===== src/sv/assert_macros.svh =====
// ----------------------------------------------------------------------------
// assert_macros.svh
// assertion helpers used by the pan tracker datapath
// ----------------------------------------------------------------------------
`ifndef ASSERT_MACROS_SVH
`define ASSERT_MACROS_SVH

// property that must hold at every clock edge outside reset
`define SPT_ASSERT_HOLDS(lbl, clk, rstn, prop, msg) \
    lbl: assert property (@(posedge clk) disable iff (!rstn) (prop)) \
        else $error(msg);

// consequence that must hold in the cycle after the antecedent
`define SPT_ASSERT_NEXT(lbl, clk, rstn, ante, cons, msg) \
    lbl: assert property (@(posedge clk) disable iff (!rstn) (ante) |=> (cons)) \
        else $error(msg);

`endif


===== src/sv/spt_pkg.sv =====
// ----------------------------------------------------------------------------
// spt_pkg
// types, constants and control structs of the servo pan tracker
// ----------------------------------------------------------------------------
package spt_pkg;

    localparam int X_BITS          = 10;
    localparam int ANGLE_FRAC_BITS = 8;

    localparam int CLS_W   = 8;
    localparam int STEP_W  = 13;
    localparam int PULSE_W = 12;
    localparam int PAN_W   = 16;

    localparam int ANGLE_MAX   = 180 << ANGLE_FRAC_BITS;
    localparam int ANGLE_INIT  = 90 << ANGLE_FRAC_BITS;
    localparam int ANG_W       = $clog2(ANGLE_MAX + 1);
    localparam int STEP_MAX    = (1 << STEP_W) - 1;
    localparam int NO_TARGET   = 999;
    localparam int PULSE_MIN   = 500;
    localparam int PULSE_MAX   = 2600;
    localparam int PULSE_SPAN  = 2100;

    // pulse span over 180 degrees is 2100 / 180 = 35 / 3; the divide by 3
    // is a reciprocal multiply, exact for operands below 2^17
    localparam int PULSE_NUM   = PULSE_SPAN / 60;
    localparam int PNUM_W      = $clog2(PULSE_NUM + 1);
    localparam int PM_W        = $clog2(180 * PULSE_NUM + 1);
    localparam int DIV3_SH     = 17;
    localparam int DIV3_MUL    = ((1 << DIV3_SH) + 2) / 3;

    // divider sizing for the step map
    localparam int DIVD_W = X_BITS + STEP_W;
    localparam int DVSR_W = X_BITS;
    localparam int CNT_W  = $clog2(DIVD_W + 1);

    // configuration register map
    localparam int CFG_IDX_W  = 3;
    localparam int CFG_DATA_W = STEP_W;
    localparam logic [CFG_IDX_W-1:0] REG_FRAME_WIDTH = 3'd0;
    localparam logic [CFG_IDX_W-1:0] REG_LEFT_EDGE   = 3'd1;
    localparam logic [CFG_IDX_W-1:0] REG_RIGHT_EDGE  = 3'd2;
    localparam logic [CFG_IDX_W-1:0] REG_SMALL_STEP  = 3'd3;
    localparam logic [CFG_IDX_W-1:0] REG_BIG_STEP    = 3'd4;

    localparam int FRAME_WIDTH_RST = 640;
    localparam int LEFT_EDGE_RST   = 280;
    localparam int RIGHT_EDGE_RST  = 360;
    localparam int SMALL_STEP_RST  = 256;
    localparam int BIG_STEP_RST    = 1280;

    // side on which the target was last seen
    localparam logic [1:0] SIDE_NONE   = 2'd0;
    localparam logic [1:0] SIDE_LEFT   = 2'd1;
    localparam logic [1:0] SIDE_CENTRE = 2'd2;
    localparam logic [1:0] SIDE_RIGHT  = 2'd3;

    typedef logic [X_BITS-1:0]     x_t;
    typedef logic [CLS_W-1:0]      cls_t;
    typedef logic [STEP_W-1:0]     step_t;
    typedef logic [ANG_W-1:0]      ang_t;
    typedef logic [PULSE_W-1:0]    pulse_t;
    typedef logic [PAN_W-1:0]      pan_t;
    typedef logic [PM_W-1:0]       pm_t;
    typedef logic [DIVD_W-1:0]     divd_t;
    typedef logic [DVSR_W-1:0]     dvsr_t;
    typedef logic [CNT_W-1:0]      cnt_t;
    typedef logic [CFG_IDX_W-1:0]  cfg_idx_t;
    typedef logic [CFG_DATA_W-1:0] cfg_data_t;

    typedef struct packed {
        logic load_in;
        logic step_setup;
        logic step_finish;
        logic angle_upd;
        logic pulse_start;
        logic out_load;
    } cmd_t;

    typedef struct packed {
        logic div_busy;
        logic out_free;
    } sts_t;

endpackage


===== src/sv/spt_if.sv =====
// ----------------------------------------------------------------------------
// spt_if
// valid/ready channels of the servo pan tracker
// ----------------------------------------------------------------------------
interface spt_report_if;
    logic              valid;
    logic              ready;
    spt_pkg::x_t       target_x;
    spt_pkg::cls_t     target_class;

    modport source (output valid, output target_x, output target_class, input ready);
    modport sink (input valid, input target_x, input target_class, output ready);
endinterface

interface spt_result_if;
    logic              valid;
    logic              ready;
    spt_pkg::pulse_t   pulse_width_us;
    spt_pkg::pan_t     pan_angle;

    modport source (output valid, output pulse_width_us, output pan_angle, input ready);
    modport sink (input valid, input pulse_width_us, input pan_angle, output ready);
endinterface

interface spt_cfg_if;
    logic               valid;
    logic               ready;
    spt_pkg::cfg_idx_t  index;
    spt_pkg::cfg_data_t data;

    modport source (output valid, output index, output data, input ready);
    modport sink (input valid, input index, input data, output ready);
endinterface


===== src/sv/spt_div.sv =====
// ----------------------------------------------------------------------------
// spt_div
// restoring unsigned divider, one quotient bit per cycle
// ----------------------------------------------------------------------------
module spt_div (
    input  logic            clk,
    input  logic            rst_n,
    input  logic            start,
    input  spt_pkg::divd_t  dividend,
    input  spt_pkg::dvsr_t  divisor,
    output logic            busy,
    output spt_pkg::divd_t  quotient
);

    logic                   busy_reg, busy_next;
    spt_pkg::cnt_t          cnt_reg, cnt_next;
    spt_pkg::dvsr_t         rem_reg, rem_next;
    spt_pkg::divd_t         quo_reg, quo_next;
    spt_pkg::dvsr_t         dvsr_reg, dvsr_next;
    logic [spt_pkg::DVSR_W:0] trial;
    logic                   fits;

    assign trial = {rem_reg, quo_reg[spt_pkg::DIVD_W-1]};
    assign fits  = (trial >= {1'b0, dvsr_reg});

    always_comb
    begin
        busy_next = busy_reg;
        cnt_next  = cnt_reg;
        rem_next  = rem_reg;
        quo_next  = quo_reg;
        dvsr_next = dvsr_reg;
        if (start)
        begin
            busy_next = 1'b1;
            cnt_next  = spt_pkg::cnt_t'(spt_pkg::DIVD_W);
            rem_next  = '0;
            quo_next  = dividend;
            dvsr_next = divisor;
        end
        else if (busy_reg)
        begin
            rem_next = fits ? spt_pkg::dvsr_t'(trial - {1'b0, dvsr_reg})
                            : trial[spt_pkg::DVSR_W-1:0];
            quo_next = {quo_reg[spt_pkg::DIVD_W-2:0], fits};
            cnt_next = cnt_reg - 1'b1;
            if (cnt_reg == spt_pkg::cnt_t'(1))
                busy_next = 1'b0;
        end
    end

    always_ff @(posedge clk or negedge rst_n)
    begin
        if (!rst_n)
        begin
            busy_reg <= 1'b0;
            cnt_reg  <= '0;
        end
        else
        begin
            busy_reg <= busy_next;
            cnt_reg  <= cnt_next;
        end
    end

    always_ff @(posedge clk)
    begin
        rem_reg  <= rem_next;
        quo_reg  <= quo_next;
        dvsr_reg <= dvsr_next;
    end

    assign busy     = busy_reg;
    assign quotient = quo_reg;

endmodule


===== src/sv/spt_dp.sv =====
// ----------------------------------------------------------------------------
// spt_dp
// datapath: config registers, step map, angle update, pulse map, output reg
// ----------------------------------------------------------------------------
`include "assert_macros.svh"

module spt_dp (
    input  logic            clk,
    input  logic            rst_n,
    input  spt_pkg::cmd_t   cmd,
    output spt_pkg::sts_t   sts,
    input  spt_pkg::x_t     x_in,
    input  spt_pkg::cls_t   cls_in,
    spt_cfg_if.sink         cfg,
    spt_result_if.source    result
);

    localparam int SUM_W = spt_pkg::DIVD_W + 2;
    localparam int AS_W  = spt_pkg::ANG_W + 2;
    localparam int PN_W  = spt_pkg::ANG_W + spt_pkg::PNUM_W;
    localparam int PR_W  = spt_pkg::PM_W + spt_pkg::DIV3_SH;

    // configuration
    spt_pkg::x_t    fw_reg, le_reg, re_reg;
    spt_pkg::step_t small_reg, big_reg;

    // tracker state
    spt_pkg::ang_t  angle_reg, angle_next;
    spt_pkg::step_t step_reg, step_next;
    logic [1:0]     side_reg, side_next;
    logic           div_used_reg, div_used_next;

    // per request
    spt_pkg::x_t    x_reg;
    spt_pkg::cls_t  cls_reg;
    logic           neg_reg;

    // output register
    logic           out_valid_reg, out_valid_next;
    spt_pkg::pulse_t pulse_reg;
    spt_pkg::pan_t  pan_reg;

    // step map
    spt_pkg::x_t    centre, x_dist, den_l, den_r;
    logic           left_side, in_frame, need_div, diff_neg, no_target, moves;
    logic signed [spt_pkg::STEP_W:0] diff;
    spt_pkg::step_t diff_mag;
    spt_pkg::divd_t step_prod;
    logic signed [SUM_W-1:0] q_signed, step_sum;
    spt_pkg::step_t step_sat;

    // angle update
    spt_pkg::step_t eff_step;
    logic signed [AS_W-1:0] ang_sum;
    spt_pkg::ang_t  ang_clamped;

    // pulse map
    spt_pkg::ang_t  ang_rest;
    logic [PN_W-1:0] pulse_num;
    spt_pkg::pm_t   pm_reg;
    logic [PR_W-1:0] pulse_recip;
    spt_pkg::pulse_t pulse_quo;

    // divider
    logic           div_start, div_busy;
    spt_pkg::divd_t div_dividend, div_quo;
    spt_pkg::dvsr_t div_divisor;

    assign centre    = fw_reg >> 1;
    assign left_side = (x_reg < centre);
    assign in_frame  = (x_reg <= fw_reg);
    assign den_l     = centre - 1'b1;
    assign den_r     = fw_reg - centre;
    assign x_dist    = left_side ? (centre - x_reg) : (x_reg - centre);
    assign need_div  = left_side ? (centre != spt_pkg::x_t'(1))
                                 : (in_frame && (den_r != '0));

    assign diff      = $signed({1'b0, big_reg}) - $signed({1'b0, small_reg});
    assign diff_neg  = diff[spt_pkg::STEP_W];
    assign diff_mag  = spt_pkg::step_t'(diff_neg ? -diff : diff);
    assign step_prod = spt_pkg::divd_t'(x_dist) * spt_pkg::divd_t'(diff_mag);

    // quotient truncates toward zero, so the sign is applied after dividing
    assign q_signed  = neg_reg ? -$signed({2'b00, div_quo}) : $signed({2'b00, div_quo});
    assign step_sum  = $signed({{(SUM_W - spt_pkg::STEP_W){1'b0}}, small_reg}) + q_signed;

    always_comb
    begin
        if (step_sum < 0)
            step_sat = '0;
        else if (step_sum > SUM_W'(spt_pkg::STEP_MAX))
            step_sat = spt_pkg::step_t'(spt_pkg::STEP_MAX);
        else
            step_sat = step_sum[spt_pkg::STEP_W-1:0];
    end

    assign no_target = (x_reg == spt_pkg::x_t'(spt_pkg::NO_TARGET));
    assign moves     = (cls_reg inside {[8'd1:8'd4]});
    assign eff_step  = no_target ? big_reg : step_reg;

    always_comb
    begin
        side_next = side_reg;
        ang_sum   = $signed({2'b00, angle_reg});
        if (no_target)
        begin
            if (side_reg == spt_pkg::SIDE_LEFT)
                ang_sum = $signed({2'b00, angle_reg}) - $signed(AS_W'(eff_step));
            else
                ang_sum = $signed({2'b00, angle_reg}) + $signed(AS_W'(eff_step));
        end
        else if (x_reg < le_reg)
        begin
            side_next = spt_pkg::SIDE_LEFT;
            if (moves)
                ang_sum = $signed({2'b00, angle_reg}) - $signed(AS_W'(eff_step));
        end
        else if (x_reg < re_reg)
        begin
            side_next = spt_pkg::SIDE_CENTRE;
        end
        else
        begin
            side_next = spt_pkg::SIDE_RIGHT;
            if (moves)
                ang_sum = $signed({2'b00, angle_reg}) + $signed(AS_W'(eff_step));
        end
    end

    always_comb
    begin
        if (ang_sum < 0)
            ang_clamped = '0;
        else if (ang_sum > AS_W'(spt_pkg::ANGLE_MAX))
            ang_clamped = spt_pkg::ang_t'(spt_pkg::ANGLE_MAX);
        else
            ang_clamped = ang_sum[spt_pkg::ANG_W-1:0];
    end

    // (rest * 35) >> frac bits is registered in pm_reg first, then divided by 3 from that register
    assign ang_rest    = spt_pkg::ang_t'(spt_pkg::ANGLE_MAX) - angle_reg;
    assign pulse_num   = PN_W'(ang_rest) * PN_W'(spt_pkg::PULSE_NUM);
    assign pulse_recip = PR_W'(pm_reg) * PR_W'(spt_pkg::DIV3_MUL);
    assign pulse_quo   = spt_pkg::pulse_t'(pulse_recip[PR_W-1:spt_pkg::DIV3_SH]);

    assign div_start    = cmd.step_setup && need_div;
    assign div_dividend = step_prod;
    assign div_divisor  = spt_pkg::dvsr_t'(left_side ? den_l : den_r);

    spt_div u_div (
        .clk      (clk),
        .rst_n    (rst_n),
        .start    (div_start),
        .dividend (div_dividend),
        .divisor  (div_divisor),
        .busy     (div_busy),
        .quotient (div_quo)
    );

    always_comb
    begin
        step_next     = step_reg;
        angle_next    = angle_reg;
        div_used_next = div_used_reg;
        if (cmd.step_setup)
        begin
            div_used_next = need_div;
            if (left_side && !need_div)
                step_next = big_reg;
            else if (!left_side && in_frame && !need_div)
                step_next = small_reg;
        end
        if (cmd.step_finish && div_used_reg)
            step_next = step_sat;
        if (cmd.angle_upd)
        begin
            angle_next = ang_clamped;
            if (no_target)
                step_next = big_reg;
        end
    end

    always_comb
    begin
        out_valid_next = out_valid_reg;
        if (result.valid && result.ready)
            out_valid_next = 1'b0;
        if (cmd.out_load)
            out_valid_next = 1'b1;
    end

    always_ff @(posedge clk or negedge rst_n)
    begin
        if (!rst_n)
        begin
            fw_reg        <= spt_pkg::x_t'(spt_pkg::FRAME_WIDTH_RST);
            le_reg        <= spt_pkg::x_t'(spt_pkg::LEFT_EDGE_RST);
            re_reg        <= spt_pkg::x_t'(spt_pkg::RIGHT_EDGE_RST);
            small_reg     <= spt_pkg::step_t'(spt_pkg::SMALL_STEP_RST);
            big_reg       <= spt_pkg::step_t'(spt_pkg::BIG_STEP_RST);
            angle_reg     <= spt_pkg::ang_t'(spt_pkg::ANGLE_INIT);
            step_reg      <= '0;
            side_reg      <= spt_pkg::SIDE_NONE;
            div_used_reg  <= 1'b0;
            out_valid_reg <= 1'b0;
        end
        else
        begin
            if (cfg.valid && cfg.ready)
            begin
                case (cfg.index)
                    spt_pkg::REG_FRAME_WIDTH: fw_reg    <= spt_pkg::x_t'(cfg.data);
                    spt_pkg::REG_LEFT_EDGE:   le_reg    <= spt_pkg::x_t'(cfg.data);
                    spt_pkg::REG_RIGHT_EDGE:  re_reg    <= spt_pkg::x_t'(cfg.data);
                    spt_pkg::REG_SMALL_STEP:  small_reg <= spt_pkg::step_t'(cfg.data);
                    spt_pkg::REG_BIG_STEP:    big_reg   <= spt_pkg::step_t'(cfg.data);
                    default: ;
                endcase
            end
            angle_reg     <= angle_next;
            step_reg      <= step_next;
            if (cmd.angle_upd)
                side_reg  <= side_next;
            div_used_reg  <= div_used_next;
            out_valid_reg <= out_valid_next;
        end
    end

    always_ff @(posedge clk)
    begin
        if (cmd.load_in)
        begin
            x_reg   <= x_in;
            cls_reg <= cls_in;
        end
        if (cmd.step_setup)
            neg_reg <= diff_neg;
        if (cmd.pulse_start)
            pm_reg <= spt_pkg::pm_t'(pulse_num >> spt_pkg::ANGLE_FRAC_BITS);
        if (cmd.out_load)
        begin
            pulse_reg <= spt_pkg::pulse_t'(spt_pkg::PULSE_MIN) + pulse_quo;
            pan_reg   <= spt_pkg::pan_t'(angle_reg);
        end
    end

    assign cfg.ready             = 1'b1;
    assign result.valid          = out_valid_reg;
    assign result.pulse_width_us = pulse_reg;
    assign result.pan_angle      = pan_reg;

    assign sts.div_busy = div_busy;
    assign sts.out_free = !out_valid_reg || result.ready;

    `SPT_ASSERT_HOLDS(a_angle_range, clk, rst_n,
        angle_reg <= spt_pkg::ang_t'(spt_pkg::ANGLE_MAX), "pan angle above 180 degrees")
    `SPT_ASSERT_HOLDS(a_pulse_range, clk, rst_n,
        !out_valid_reg ||
        (pulse_reg >= spt_pkg::pulse_t'(spt_pkg::PULSE_MIN) &&
         pulse_reg <= spt_pkg::pulse_t'(spt_pkg::PULSE_MAX)),
        "servo pulse out of range")
    `SPT_ASSERT_NEXT(a_step_div_start, clk, rst_n,
        cmd.step_setup && need_div, div_busy, "step map did not start the divider")

endmodule


===== src/sv/spt_ctrl.sv =====
// ----------------------------------------------------------------------------
// spt_ctrl
// sequencer for one camera report: step map, angle update, pulse map
// ----------------------------------------------------------------------------
module spt_ctrl (
    input  logic            clk,
    input  logic            rst_n,
    spt_report_if.sink      report,
    input  spt_pkg::sts_t   sts,
    output spt_pkg::cmd_t   cmd
);

    localparam logic [2:0] ST_IDLE      = 3'd0;
    localparam logic [2:0] ST_SETUP     = 3'd1;
    localparam logic [2:0] ST_STEP_DIV  = 3'd2;
    localparam logic [2:0] ST_ANGLE     = 3'd3;
    localparam logic [2:0] ST_PULSE     = 3'd4;
    localparam logic [2:0] ST_PULSE_DIV = 3'd5;

    logic [2:0] state_reg, state_next;

    assign report.ready = (state_reg == ST_IDLE);

    always_comb
    begin
        state_next = state_reg;
        cmd        = '0;
        case (state_reg)
            ST_IDLE:
            begin
                if (report.valid)
                begin
                    cmd.load_in = 1'b1;
                    state_next  = ST_SETUP;
                end
            end
            ST_SETUP:
            begin
                cmd.step_setup = 1'b1;
                state_next     = ST_STEP_DIV;
            end
            ST_STEP_DIV:
            begin
                if (!sts.div_busy)
                begin
                    cmd.step_finish = 1'b1;
                    state_next      = ST_ANGLE;
                end
            end
            ST_ANGLE:
            begin
                cmd.angle_upd = 1'b1;
                state_next    = ST_PULSE;
            end
            ST_PULSE:
            begin
                cmd.pulse_start = 1'b1;
                state_next      = ST_PULSE_DIV;
            end
            ST_PULSE_DIV:
            begin
                // hold the pulse map until the output register frees up
                if (sts.out_free)
                begin
                    cmd.out_load = 1'b1;
                    state_next   = ST_IDLE;
                end
            end
            default:
            begin
                state_next = ST_IDLE;
            end
        endcase
    end

    always_ff @(posedge clk or negedge rst_n)
    begin
        if (!rst_n)
            state_reg <= ST_IDLE;
        else
            state_reg <= state_next;
    end

endmodule


===== src/sv/servo_pan_tracker.sv =====
// ----------------------------------------------------------------------------
// servo_pan_tracker
// pan servo control from camera target reports
// ----------------------------------------------------------------------------
// usage:
//   report: one camera report per request (target_x, 999 = no target, and
//     target_class); valid/ready, taken when both are high.
//   result: one request per report with pulse_width_us and pan_angle,
//     held in an output register until the receiver takes it.
//   cfg: register writes by index (frame_width, left_edge, right_edge,
//     small_step, big_step); always ready, write only while idle.
// sequence: one report at a time. the step map waits for the bit-serial
//   divider, which a report that needs no division does not start; the
//   pulse map is a reciprocal multiply, registered between the multiply
//   by 35 and the divide by 3.
// reset: angle 90 degrees, step zero, no side seen, config at defaults,
//   no result pending.
// stall: the next report is taken while a result waits; its own result
//   is held in the datapath until the output register is free.
// ----------------------------------------------------------------------------
module servo_pan_tracker (
    input  logic         clk,
    input  logic         rst_n,
    spt_report_if.sink   report,
    spt_result_if.source result,
    spt_cfg_if.sink      cfg
);

    spt_pkg::cmd_t cmd;
    spt_pkg::sts_t sts;

    spt_ctrl u_ctrl (
        .clk    (clk),
        .rst_n  (rst_n),
        .report (report),
        .sts    (sts),
        .cmd    (cmd)
    );

    spt_dp u_dp (
        .clk    (clk),
        .rst_n  (rst_n),
        .cmd    (cmd),
        .sts    (sts),
        .x_in   (report.target_x),
        .cls_in (report.target_class),
        .cfg    (cfg),
        .result (result)
    );

endmodule


===== src/flat_wrapper.sv =====
// flat-port wrapper written by rule: the top's interface ports become plain ports
module servo_pan_tracker_flat 
  (clk, rst_n, report_valid, report_target_x, report_target_class, report_ready, result_valid, result_pulse_width_us, result_pan_angle, result_ready, cfg_valid, cfg_index, cfg_data, cfg_ready);
  spt_report_if report_i ();
  spt_result_if result_i ();
  spt_cfg_if cfg_i ();
  input  logic clk;
  input  logic rst_n;
  input wire logic [$bits(report_i.valid)-1:0] report_valid;
  input wire logic [$bits(report_i.target_x)-1:0] report_target_x;
  input wire logic [$bits(report_i.target_class)-1:0] report_target_class;
  output wire logic [$bits(report_i.ready)-1:0] report_ready;
  output wire logic [$bits(result_i.valid)-1:0] result_valid;
  output wire logic [$bits(result_i.pulse_width_us)-1:0] result_pulse_width_us;
  output wire logic [$bits(result_i.pan_angle)-1:0] result_pan_angle;
  input wire logic [$bits(result_i.ready)-1:0] result_ready;
  input wire logic [$bits(cfg_i.valid)-1:0] cfg_valid;
  input wire logic [$bits(cfg_i.index)-1:0] cfg_index;
  input wire logic [$bits(cfg_i.data)-1:0] cfg_data;
  output wire logic [$bits(cfg_i.ready)-1:0] cfg_ready;
  assign report_i.valid = report_valid;
  assign report_i.target_x = report_target_x;
  assign report_i.target_class = report_target_class;
  assign report_ready = report_i.ready;
  assign result_valid = result_i.valid;
  assign result_pulse_width_us = result_i.pulse_width_us;
  assign result_pan_angle = result_i.pan_angle;
  assign result_i.ready = result_ready;
  assign cfg_i.valid = cfg_valid;
  assign cfg_i.index = cfg_index;
  assign cfg_i.data = cfg_data;
  assign cfg_ready = cfg_i.ready;
  servo_pan_tracker u_core (.clk(clk), .rst_n(rst_n), .report(report_i), .result(result_i), .cfg(cfg_i));
endmodule

===== config.mk =====
export PLATFORM = sky130hd
export DESIGN_NAME = servo_pan_tracker_flat
export DESIGN_NICKNAME = d
export VERILOG_FILES = /design/src/sv/spt_pkg.sv /design/src/sv/spt_if.sv /design/src/sv/spt_div.sv /design/src/sv/spt_dp.sv /design/src/sv/spt_ctrl.sv /design/src/sv/servo_pan_tracker.sv /design/src/flat_wrapper.sv
export VERILOG_INCLUDE_DIRS = /design/src /design/src/sv
export SDC_FILE = /design/constraint.sdc
export NUM_CORES = 1
export LEC_CHECK = 0
export BUFFER_PORTS_ARGS = -buffer_cell sky130_fd_sc_hd__clkbuf_2
export CORE_AREA = 10 10 220 222
export DETAILED_ROUTE_END_ITERATION = 6
export DIE_AREA = 0 0 230 232
export GPL_TIMING_DRIVEN = 1
export PLACE_DENSITY = 0.79
export SETUP_SLACK_MARGIN = 0.4
export SYNTH_ARGS = -nofsm -noshare
export SYNTH_HDL_FRONTEND = slang
export SYNTH_HIERARCHICAL = 1
export SYNTH_SLANG_ARGS = --single-unit
export TNS_END_PERCENT = 50

===== constraint.sdc =====
create_clock -name clk -period 11 [get_ports clk]
set_clock_uncertainty 0.1 [all_clocks]
set_input_delay 1.1 -clock clk [delete_from_list [all_inputs] [get_ports clk]]
set_output_delay 1.1 -clock clk [all_outputs]
set_load 0.01 [all_outputs]

# --- Word-level counts from Yosys, hierarchy flattened ---
# Index checks and enable logic that the tools add are counted.
word_totals:
  register_bits: 201
  input_bits: 39
classes:
  addsub: 14
  mul: 3
  magnitude_cmp: 11
  eq_ne: 16
  mux: 47
  bitwise: 1
  reduce_logical: 24
op_table:
  columns: ["op", "n"]
  rows:
  - ["$mux W13", 10]
  - ["$mux W18", 4]
  - ["$mux W23", 2]
  - ["$mux W17", 2]
  - ["$mux W16", 2]
  - ["$mux W10", 3]
  - ["$mul A13 B16 Y29 const B", 1]
  - ["$add A14 B25 Y25", 1]
  - ["$gt A25 B14 Y1 const B", 1]
  - ["$lt A25 B1 Y1 const B", 1]
  - ["$mux W25", 1]
  - ["$neg A23 Y25", 1]
  - ["$mul A10 B13 Y23", 1]
  - ["$mul A16 B6 Y21 const B", 1]
  - ["$lt A10 B10 Y1", 2]
  - ["$sub A10 B9 Y10", 2]
  - ["$gt A18 B17 Y1 const B", 1]
  - ["$lt A18 B1 Y1 const B", 1]
  - ["$pmux W3 S6", 1]
  - ["$add A16 B13 Y17", 1]
  - ["$sub A16 B13 Y17", 1]
  - ["$mux W1", 16]
  - ["$sub A16 B16 Y16 const A", 1]
  - ["$sub A13 B13 Y14", 1]
  - ["32 further kinds", 58]

# --- Logic depth before layout (Yosys ltp) ---
logic_depth:
  word_depth: 12
  mapped_depth: 36

# --- By module ---
# Netlist, hierarchy kept.
modules_own_cells:
  columns: ["mod", "instances", "cells_per_inst", "area_each_um2", "seq_area_each_um2"]
  rows:
  - ["spt_dp", 1, 2383, 21092.7, 4048.9]
  - ["spt_div", 1, 220, 2617.5, 1341.3]
  - ["spt_ctrl", 1, 21, 225.2, 75.1]

# --- Least setup slack after synthesis ---
# OpenSTA, ideal clock, no wires.
synth_path:
  path_kind: "register to register"
  startpoint: "register u_core.u_dp.x_reg[0]"
  endpoint: "register u_core.u_dp.u_div.quo_reg[22], in the netlist u_core/u_dp/u_div/quotient[22] (data pin)"
  setup_time_ns: 0.260
  arrival_ns: 8.261
  setup_slack_ns: 2.380
  stages_incl_launch_ff: 37
  path_buffers: 2
  period_less_slack_ns: 8.620
  cell_sequence: "edfxtp_1 inv_1 ha_1 inv_1 fa_1 a21o_1 a21o_1 a2111oi_0 o31ai_1 or2_0 buf_2 nor2_1 o22ai_1 a221oi_1 o21a_1 xor2_1 clkbuf_1 nor2_1 fa_1 inv_1 fa_1 inv_1 fa_1 fa_1 inv_1 fa_1 inv_1 ha_1 a21oi_1 o21ai_0 nand4_1 a41oi_1 a21oi_1 o21ai_0 o41ai_1 xnor2_1 mux2_2"
synth_lines:
  columns: ["item", "line_no", "text"]
  rows:
  - ["start: declaration", "spt_dp.sv:34", "spt_pkg::x_t x_reg;"]
  - ["start signal: assignment", "spt_dp.sv:233", "x_reg <= x_in;"]
  - ["$sub A10 B9 Y10, or another cell as far along", "spt_dp.sv:74", "assign x_dist = left_side ? (centre - x_reg) : (x_reg - centre);"]
  - ["$mux W10 (*)", "spt_dp.sv:74", null]
  - ["$mul A10 B13 Y23 (*)", "spt_dp.sv:81", "assign step_prod = spt_pkg::divd_t'(x_dist) * spt_pkg::divd_t'(diff_mag);"]
  - ["net u_core.u_dp.div_dividend[22]", "spt_dp.sv:66", "spt_pkg::divd_t div_dividend, div_quo;"]
  - ["$mux W23 (*)", "spt_div.sv:33", "if (start)"]
  - ["net u_core.u_dp.u_div.quo_next[22]", "spt_div.sv:18", "spt_pkg::divd_t quo_reg, quo_next;"]
  - ["end signal: assignment", "spt_div.sv:69", "quo_reg <= quo_next;"]
  - ["end: declaration", "spt_div.sv:18", null]
# Mark *: on every way through the listed nets, which the timed path passes. The rest lies on a longest branch.
# A chain may end at the register's enable or synchronous reset.

# --- Worst setup path after layout ---
layout_path:
  startpoint: "register u_core.u_dp.fw_reg[2]"
  endpoint: "register u_core.u_dp.u_div.quo_reg[22], in the netlist u_core/u_dp/u_div/quotient[22] (data pin)"
layout_lines:
  columns: ["item", "line_no", "text"]
  rows:
  - ["start: declaration", "spt_dp.sv:24", "spt_pkg::x_t fw_reg, le_reg, re_reg;"]
  - ["start signal: assignment", "spt_dp.sv:196", "fw_reg <= spt_pkg::x_t'(spt_pkg::FRAME_WIDTH_RST);"]
  - ["start signal: assignment", "spt_dp.sv:212", "spt_pkg::REG_FRAME_WIDTH: fw_reg <= spt_pkg::x_t'(cfg.data);"]
  - ["$sub A10 B9 Y10, or another cell as far along", "spt_dp.sv:74", null]
  - ["$mux W10 (*)", "spt_dp.sv:74", null]
  - ["$mul A10 B13 Y23 (*)", "spt_dp.sv:81", null]
  - ["net u_core.u_dp.div_dividend[22]", "spt_dp.sv:66", null]
  - ["$mux W23 (*)", "spt_div.sv:33", null]
  - ["net u_core.u_dp.u_div.quo_next[22]", "spt_div.sv:18", null]
# Marked as above.

==> results by group <==
Run status
  • Status: finished clean

Layout
  • Antenna fix cells: 0
  • Largest register FFs: 23
  • Share of cells above drive strength 1: 0.103
  • Layout overhead on the synthesized area: 7.73%
  • Net count reported at finish: 3166

Flow run
  • Maximum capacitance violations: 0

Placed design
  • Setup Slack @ Placement: 1.33 ns
  • Placer congestion estimate: 0.945
  • Count of buffers inserted at the top-level ports: 68
  • Detailed placement HPWL: 48.5 mm

STA
  • F_max: 102 MHz
  • Pin slew with the least headroom to its limit: 1.10 ns
  • Fin crit period: 9.82 ns
  • Setup repair after global routing missed its margin: false
  • Fin. max-slew vios: 0
  • Slew margin rel.: 0.264
  • Fin. Hold Viols: 0
  • Final cycle utilization of the critical path: 0.892
  • # setup viols final: 0
  • Final WS setup: 1.18 ns
  • Fin Setup TNS: 0 ns

Floorplanning
  • Overall die width: 230 um
  • Total die area: 53400 um2
  • Core Area: 43900 um2
  • Number of placed I/O pins: 70
  • Initial core utilization: 0.545
  • Vertical die dimension: 232 um
  • Std cell rows: 77

CTS
  • Setup repair bufs after CTS: 0
  • Clock latency at the later pin of the worst-skew pair: 0.57 ns
  • H-tree depth reported by CTS: 1
  • # hold bufs at CTS: 0
  • Register clock-pin slew on the reported worst setup and hold paths: 0.06 ns
  • Library cell used as clock root buffer: clkbuf_16
  • Number of cells upsized or downsized after cts: 0
  • Sink count of the clock tree: 201
  • Clock buffers created by TritonCTS: 27
  • Clock Path Buffers: 3
  • CTS tree: yes

Logic synthesis
  • Synthesized area per cell: 9.12 um2
  • Synthesized netlist cell count: 2624
  • Number of different library cells in the post-synthesis netlist: 106
  • Total nets after synthesis: 3131
  • Post-synth EDFFs: 93
  • Area of the mapped netlist: 23900 um2
  • Commonest register cell after synthesis: edfxtp_1
  • #FFs+latches synth: 201
  • YS warnings: 6
  • Async set-or-reset flop fraction in the synthesized netlist: 0.488
  • Fraction of the yosys area taken by sequential cells: 0.228

Routing
  • Routed WL per cell: 18.9 um
  • Initial DRC Count: 1411
  • Routed via count: 19467
  • Mean number of vias per cell: 5.95
  • Routed Wire Length: 61.7 mm
  • Post-route DRC violation count: 0
  • Antenna Nets Post-Route: 0
  • Number of iterations in the first detailed-routing pass: 5

Global route
  • Overall overflow remaining after global route: 0
  • Via count of the first global-routing pass: 20154
  • First-pass GRT wire length: 102 mm
  • Largest net degree at the start of global routing: 74
  • Total track usage: 0.230
  • Initial antenna violation count: 0

Setup path
  • Class of the most critical setup path: flip-flop to flip-flop
  • Critical Path Max Stage Delay: 0.74 ns
  • Setup crit start kind: flip-flop
  • Type of destination of the critical path: flip-flop
  • Worst path arrival time: 10.04 ns
  • Max FO, Critical Path: 13
  • CP Data Required Time: 11.22 ns
  • Cell occurring most often along the worst timing path: fa_1
  • Slowest stage cell, crit path: nor2_1

Worst hold path
  • Type of the most critical hold path: input port to asynchronous set/reset pin
cell families (layout without fill, tap and decap cells):
group           after synthesis  count (layout)  synth area share
other cells                   1               1          0.000157
buf+inv                     452             508            0.0738
compound gates              570             570             0.164
simple gates                683             683             0.143
mux                          69              69            0.0316
xor+xnor                    180             180            0.0662
fa+ha+maj                   468             468             0.293
flops                       201             201             0.228
cells in the final DEF (no fill, tap or decap), types with 21 or more instances in the layout:
| cell | n |
|---|---|
| a211oi_1 | 21 |
| a21o_1 | 38 |
| a21oi_1 | 124 |
| buf_4 | 22 |
| clkbuf_16 | 29 |
| clkbuf_2 | 67 |
| dfrtp_1 | 82 |
| edfxtp_1 | 93 |
| fa_1 | 155 |
| ha_1 | 313 |
| inv_1 | 368 |
| mux2_2 | 53 |
| nand2_1 | 166 |
| nand2b_1 | 45 |
| nand3_1 | 36 |
| nor2_1 | 218 |
| nor2b_1 | 25 |
| nor3_1 | 36 |
| o21a_1 | 21 |
| o21ai_0 | 127 |
| o21bai_1 | 23 |
| or2_2 | 22 |
| xnor2_1 | 131 |
| xor2_1 | 48 |
worst max-delay path: cells and delay by family (launching register included):
family	cells	cell delay, ns
XOR/XNOR	2	0.29
AO/OA/AOI/OAI	13	3.09
multiplexers	2	0.58
adder cells (fa/ha/maj)	7	3.42
flip-flops	1	0.47
buffers and inverters	6	0.64
AND/OR/NAND/NOR	3	0.97
layer usage:
metal  up-vias  GRT usage  wire, um
met3       139     0.0325      4010
met1      9431      0.289     25800
li1       9203          -         -
met5         -          0         0
met2       694      0.401     30100
met4         0     0.0721      1790
synth_stat cells (7+ instances only):
cell type	instances	area [um2]
inv_1	368	1380
ha_1	313	3920
nor2_1	218	818
nand2_1	166	623
fa_1	155	3100
xnor2_1	131	1150
o21ai_0	127	636
a21oi_1	124	621
edfxtp_1	93	2790
dfrtp_1	82	2050
mux2_2	53	597
clkbuf_1	52	195
xor2_1	48	420
nand2b_1	45	282
a21o_1	38	285
nor3_1	37	185
nand3_1	36	180
nor2b_1	26	163
o21bai_1	23	173
or2_2	22	138
a211oi_1	21	158
o21a_1	21	158
nand4_1	20	125
a31oi_1	17	106
and3_1	16	100
dfstp_2	16	420
mux2i_1	16	160
nor4_1	15	93.8
o211ai_1	15	113
o31ai_1	15	113
or3_1	15	93.8
a221oi_1	12	105
o22ai_1	12	75.1
a2111oi_0	11	96.3
buf_2	11	55.1
dfxtp_1	10	200
o22a_1	10	87.6
or4_1	10	75.1
buf_1	9	33.8
nor3b_1	9	67.6
o21ai_1	9	45.0
a211o_1	8	70.1
o41ai_1	8	70.1
and2_1	7	43.8
layout make-up:
type,count,area (um2)
clock buffers,32,767
clock inverters,18,176
fillers,3736,18100
inverters,369,1390
multi-input cells,1971,16800
flip-flops and latches,201,5470
well taps,592,741
repair buffers,89,500
final timing paths:
path	cells after the start	startpoint	slack, ns	end
hold / removal	1	rst_n	0.35	u_core/u_dp/le_reg[6]$_DFFE_PN0P_
max in group asynchronous	2	rst_n	9.17	u_core/u_dp/angle_reg[15]$_DFFE_PN0P_
min in group clk	1	u_core/u_dp/side_reg[0]$_DFFE_PN0P_	0.41	u_core/u_dp/side_reg[0]$_DFFE_PN0P_
setup / recovery	33	u_core/u_dp/fw_reg[2]$_DFFE_PN0P_	1.18	u_core/u_dp/u_div/quotient[22]$_DFFE_PP_
hold reg to reg	1	u_core/u_dp/side_reg[0]$_DFFE_PN0P_	0.41	u_core/u_dp/side_reg[0]$_DFFE_PN0P_
setup reg to reg	33	u_core/u_dp/fw_reg[2]$_DFFE_PN0P_	1.18	u_core/u_dp/u_div/quotient[22]$_DFFE_PP_
stage by stage:
step / instances / util / area (um2) / hold WS [ns]
2_1_floorplan: 2624 / - / 23900 / 0.363
3_3_place_gp: 3222 / 0.565 / 24800 / 0.377
3_5_place_dp: 3222 / 0.565 / 24800 / 0.388
4_1_cts: 3272 / 0.587 / 25800 / 0.338
5_1_grt: 3272 / 0.587 / 25800 / 0.356
6_report: 3272 / 0.587 / 25800 / 0.352
Power is not shown: default switching activity piles up to over one toggle a cycle in this logic, so the estimate is an artifact.
